$ cat src/sv/cbst_ram.sv
module cbst_ram #(
	parameter int W = 8,
	parameter int D = 256
) (
	input  logic                 clk,
	input  logic                 we,
	input  logic [$clog2(D)-1:0] waddr,
	input  logic [W-1:0]         wdata,
	input  logic                 re,
	input  logic [$clog2(D)-1:0] raddr,
	output logic [W-1:0]         rdata
);
	logic [W-1:0] mem [D];

	always_ff @(posedge clk) begin
		if (we) begin
			mem[waddr] <= wdata;
		end
		if (re) begin
			rdata <= mem[raddr];
		end
	end
endmodule

$ cat config.mk
export PLATFORM = sky130hd
export DESIGN_NAME = cbst_ram
export DESIGN_NICKNAME = d
export VERILOG_FILES = /design/src/sv/cbst_ram.sv
export SDC_FILE = /design/constraint.sdc
export NUM_CORES = 2
export LEC_CHECK = 0
export BUFFER_PORTS_ARGS = -buffer_cell sky130_fd_sc_hd__buf_2
export CAP_MARGIN = 10
export CORE_MARGIN = 2
export CORE_UTILIZATION = 35
export CTS_BUF_LIST = sky130_fd_sc_hd__clkbuf_4 sky130_fd_sc_hd__clkbuf_8
export DETAILED_ROUTE_END_ITERATION = 10
export MAX_ROUTING_LAYER = met4
export PLACE_DENSITY = 0.49
export SYNTH_ARGS = -nofsm -noshare
export SYNTH_HDL_FRONTEND = slang
export SYNTH_SLANG_ARGS = --single-unit
$ cat constraint.sdc
create_clock -name clk -period 3.1 [get_ports clk]
set_input_delay 0.62 -clock clk [delete_from_list [all_inputs] [get_ports clk]]
set_output_delay 0.62 -clock clk [all_outputs]
set_load 0.005 [all_outputs]
==> results.txt <==
* Status: finished, violations left
- The checks that failed: setup timing.
- The HPWL after detailed placement is 146 mm.
- CTS tree: done
- By area, the combinational part of the netlist is dominated by multiplexers.
- In the routed layout, each cell is associated on average with a via count of 5.24.
- Synthesized Nets: 3760
* Worst path setup slack after routing: -0.0167 ns
- Library cell contributing the largest single delay on the critical path: sky130_fd_sc_hd__nor4_2
- Int Pwr: 45.0 mW
- Pwr dens: 607 nW/um2
- Complex-gate fraction of the synthesized area: 3.42%
* Share of the cycle needed by the critical path after routing: 101%
- The via count of the first global-routing pass is 42800.
* Gate count after technology mapping: 3733
- Share of synthesized cell area in full adder, half adder and majority cells: 0%
* Maximum number of pins on one net before global-route repair: 97
- Maximum vdd ir drop: 0.000501 V
* Antenna violations before repair: 14
* Startpoint of the lowest-slack hold path: waddr[1]
* Startpoint type of the worst setup path: input port
* H-tree levels: 5
- In this run, distinct cell masters in the synthesized netlist total 54.
- Worst hold endpoint: mem[151][7]$_DFFE_PP_
* Number of filler instances in the final layout: 20100
- Count of state elements after synthesis: 2056
- Worst Reg-to-Reg Cells: 5
- Across all layers, the routed design uses 41400 vias.
* Number of DRC violations after detailed-routing iteration 0: 4246
* Setup Total Neg Slack: -0.0167 ns
- Headroom to the max-slew limit came out at 16.2%.
* Number of sinks on the clock net: 2056
- The number of placed instances, taps included, is 7268.
* Clock root buffer master: sky130_fd_sc_hd__clkbuf_8
- For this run the aggregate overflow at the end of global routing stands at 0.
- The clock passes through at most 4 buffers.
* Portion of synthesized cell area occupied by the leading cell type: 77.5%
- The pre-antenna-repair detailed-routing pass consisted of 5 iterations.
* Clock-pin transition on the worst setup and hold timing paths: 0.06 ns
- Largest clock skew in the final design: 0.0852 ns
* Core area: 227000 um2
- Final layout net count: 4663
- Non-filler cells in the finished layout: 7914
* Post-synthesis sequential area ratio: 77.5%
- Top-count cell post-synth: sky130_fd_sc_hd__edfxtp_1
- Area taken by flip-flops and latches: 61700 um2
- Starting Density: 35.1%
- Beginning of the worst register-to-register path: mem[67][2]$_DFFE_PP_
- In this run switching power makes up 22.5% of total power.
* Endpoints failing setup: 1
* Synth async-reset ratio: 0%
* Cells along the critical path: buf_8 > buf_4 > buf_12 > buf_12 > buf_12 > mux2i_1 > o22ai_1 > o21ai_0 > nand3_1 > nor4_2 > buf_4 > nor4_2
- Worst EP arrival: 3.87 ns
- Max-cap violations in this run came to 0.
* Standard-cell row count: 175
- Port buffering added 34 buffers.
- Of the total power, combinational logic draws 5.8%.
- For flop-to-flop paths, the worst setup slack is 0.09 ns.
- Number of buffers added by the clock tree synthesis step: 366
* GRT Resource Usage Total: 20.1%
- Final hold viol count: 0
- The congestion estimate from routability-driven global placement came to 0.830.
- Critical register-to-register path endpoint: rdata[2]$_DFFE_PP_
- Share of power burned in the clock network: 41.3%
- Pin placement for this block handled 35 I/O pins.
* Dominant synthesized flop cell: sky130_fd_sc_hd__edfxtp_1
- Measured against the total synthesized area, the mux share comes to 14.6%.
- Of the cells placed in the final design, the portion with a size suffix greater than 1 is 36.3%.
- Routed met1 length: 99.6 mm
- Timing would allow up to 321 MHz.
- Largest area contributor in the netlist: sky130_fd_sc_hd__edfxtp_1
- Number of nets with antenna violations after detailed routing: 0
- Flop pwr share: 52.9%
* Hold Crit Class: input port to flop
* Final-report max-slew violation count: 0
* Number of enable flip-flop cells after synthesis: 2056
- After detailed routing, the average wire length per cell comes to 28.6 um.
- Post-Syn Area per Cell: 21.3 um2
* Chip Height: 481 um
* Commonest cells post-synth: sky130_fd_sc_hd__edfxtp_1 (2056), sky130_fd_sc_hd__mux4_2 (454), sky130_fd_sc_hd__nor2_1 (282)
- The worst setup path is captured at a flop.
* Top routing layer in use: met4
* Maximum fanout along the worst path: 17
- The largest single stage delay on the critical path is 0.88 ns.
- Total length of routed wires: 226 mm
- Clock latency at the later pin of the worst-skew pair: 1.08 ns
- In this design, the critical path's most frequently occurring cell is sky130_fd_sc_hd__buf_12.
- Ranked by total cell area, the synthesized netlist is headed by sky130_fd_sc_hd__edfxtp_1 (78%), sky130_fd_sc_hd__mux4_2 (13%), sky130_fd_sc_hd__mux2i_1 (1.7%).
- Mapped Area: 79600 um2
- Post-layout min period: 3.12 ns
- Required time at the endpoint of the critical path: 3.85 ns
* Die outline area: 231000 um2
- Post-synthesis simple-gate area fraction: 2.63%
* Area of combinational cells with multiple inputs: 16500 um2
- The synthesized netlist devotes 0% of its cell area to XOR and XNOR gates.
- Width of the die: 481 um
- Setup repair after global routing left no endpoint under its margin.
- Slew at the pin closest to its max-slew limit: 1.25 ns
* Static leakage: 31.1 nW
* Setup Crit Path Kind: input port to flop
- In the routed design, unresolved DRC markers number 0.
* Layout overhead on the synthesized area: 20.2%
- For this design the total switching power over the nets is 13.0 mW.
- Along the worst hold path, the cell count comes to 3.
* Routed length on met2: 109 mm
* Warning count from the yosys run: 0
* Met3 Routed Length: 12.2 mm
- Global-route wire length before repair: 321 mm
==> cells in the final DEF, fill, tap and decap left out, types with 22 or more instances in the layout <==
cell | Yosys | final
sky130_fd_sc_hd__nor2_1 | 282 | 279
sky130_fd_sc_hd__clkbuf_4 | 0 | 99
sky130_fd_sc_hd__mux2i_1 | 134 | 134
sky130_fd_sc_hd__mux4_2 | 454 | 454
sky130_fd_sc_hd__nor2b_1 | 31 | 28
sky130_fd_sc_hd__nor4_1 | 24 | 22
sky130_fd_sc_hd__buf_12 | 8 | 85
sky130_fd_sc_hd__nand3_1 | 34 | 25
sky130_fd_sc_hd__nand2_1 | 33 | 33
sky130_fd_sc_hd__o221ai_1 | 46 | 46
sky130_fd_sc_hd__clkinv_1 | 1 | 101
sky130_fd_sc_hd__a22oi_1 | 133 | 133
sky130_fd_sc_hd__o22ai_1 | 28 | 28
sky130_fd_sc_hd__buf_4 | 27 | 641
sky130_fd_sc_hd__buf_2 | 31 | 23
sky130_fd_sc_hd__clkbuf_8 | 0 | 372
sky130_fd_sc_hd__edfxtp_1 | 2056 | 2056
sky130_fd_sc_hd__clkinv_2 | 0 | 40
sky130_fd_sc_hd__a21oi_1 | 96 | 96
==> cells by family (layout without fill, tap and decap cells) <==
logic type / Yosys count / in the layout
other: 0 / 6
DFF: 2056 / 2056
buffers and inverters: 235 / 1401
muxes: 591 / 591
and+or+nand+nor: 466 / 466
AOI/OAI and AO/OA: 385 / 385
==> power by group through the flow <==
| stage | Combinational, mW | Clock (mW) | Sequential (mW) |
|---|---|---|---|
| floorplan | 1.49 | 0 | 31.3 |
| global placement | 3.39 | 0 | 31.3 |
| detailed placement | 3.41 | 0 | 31.3 |
| CTS | 3.43 | 24.6 | 30.7 |
| global route | 3.56 | 25.9 | 30.7 |
| finish | 3.37 | 24.0 | 30.7 |
==> layout make-up <==
| class | count | share of cell area [%] |
|---|---|---|
| Multi-Input combinational cell | 1442 | 17.3 |
| Timing Repair Buffer | 768 | 7.17 |
| Antenna cell | 6 | 0.0157 |
| Tap cell | 3009 | 3.93 |
| Clock buffer | 471 | 6.12 |
| Sequential cell | 2056 | 64.5 |
| Clock inverter | 160 | 0.980 |
| Inverter | 2 | 0.00784 |
==> worst max-delay path by stage <==
stage | slack (ns) | endpoint | startpoint | cells past startpoint
after CTS | 0.07 | rdata[2]$_DFFE_PP_ | mem[70][2]$_DFFE_PP_ | 5
after global placement | -1.42 | rdata[2]$_DFFE_PP_ | raddr[0] | 12
final | -0.02 | rdata[2]$_DFFE_PP_ | raddr[0] | 12
after detailed placement | -1.05 | rdata[4]$_DFFE_PP_ | raddr[0] | 8
after global routing | 0.02 | rdata[2]$_DFFE_PP_ | raddr[0] | 12
after floorplan | 0.40 | rdata[2]$_DFFE_PP_ | raddr[0] | 9
==> stage by stage <==
stage          instance area, um2  power (mW)  setup slack [ns]  hold slack (ns)  utilization, %
2_1_floorplan               79600        32.8             0.404            0.719               -
4_1_cts                     95700        58.8            0.0665            0.119            42.2
6_report                    95700        58.1           -0.0167            0.231            42.2
5_1_grt                     95700        60.1            0.0196            0.202            42.2
3_5_place_dp                88800        34.7             -1.05             1.02            39.2
3_3_place_gp                88800        34.7             -1.42             1.01            39.2
==> flip-flops by register name, summed over array words and instances (netlist names) <==
name	count
rdata	8
mem	2048
==> repair_timing <==
| item | CTS | global route |
|---|---|---|
| pin swaps | 0 | 0 |
| hold buffers | 9 | 0 |
| hold endpoints to repair | 184 | 0 |
| buffers inserted | 0 | 0 |
| endpoints found under the setup margin | 1 | 1 |
| resized for setup | 1 | 1 |
==> routing by layer <==
| layer | GRT usage (%) | up-vias |
|---|---|---|
| met2 | 31.7 | 1357 |
| li1 | - | 17600 |
| met4 | 5.17 | 0 |
| met1 | 27.2 | 22200 |
| met5 | - | - |
| met3 | 3.30 | 313 |
==> critical path, delay by kind of cell <==
| kind | cells | cell delay, ns |
|---|---|---|
| AOI/OAI and AO/OA | 2 | 0.45 |
| buffers and inverters | 6 | 1.23 |
| muxes | 1 | 0.26 |
| and+or+nand+nor | 3 | 1.24 |
Power figures use the tool's default switching activity.
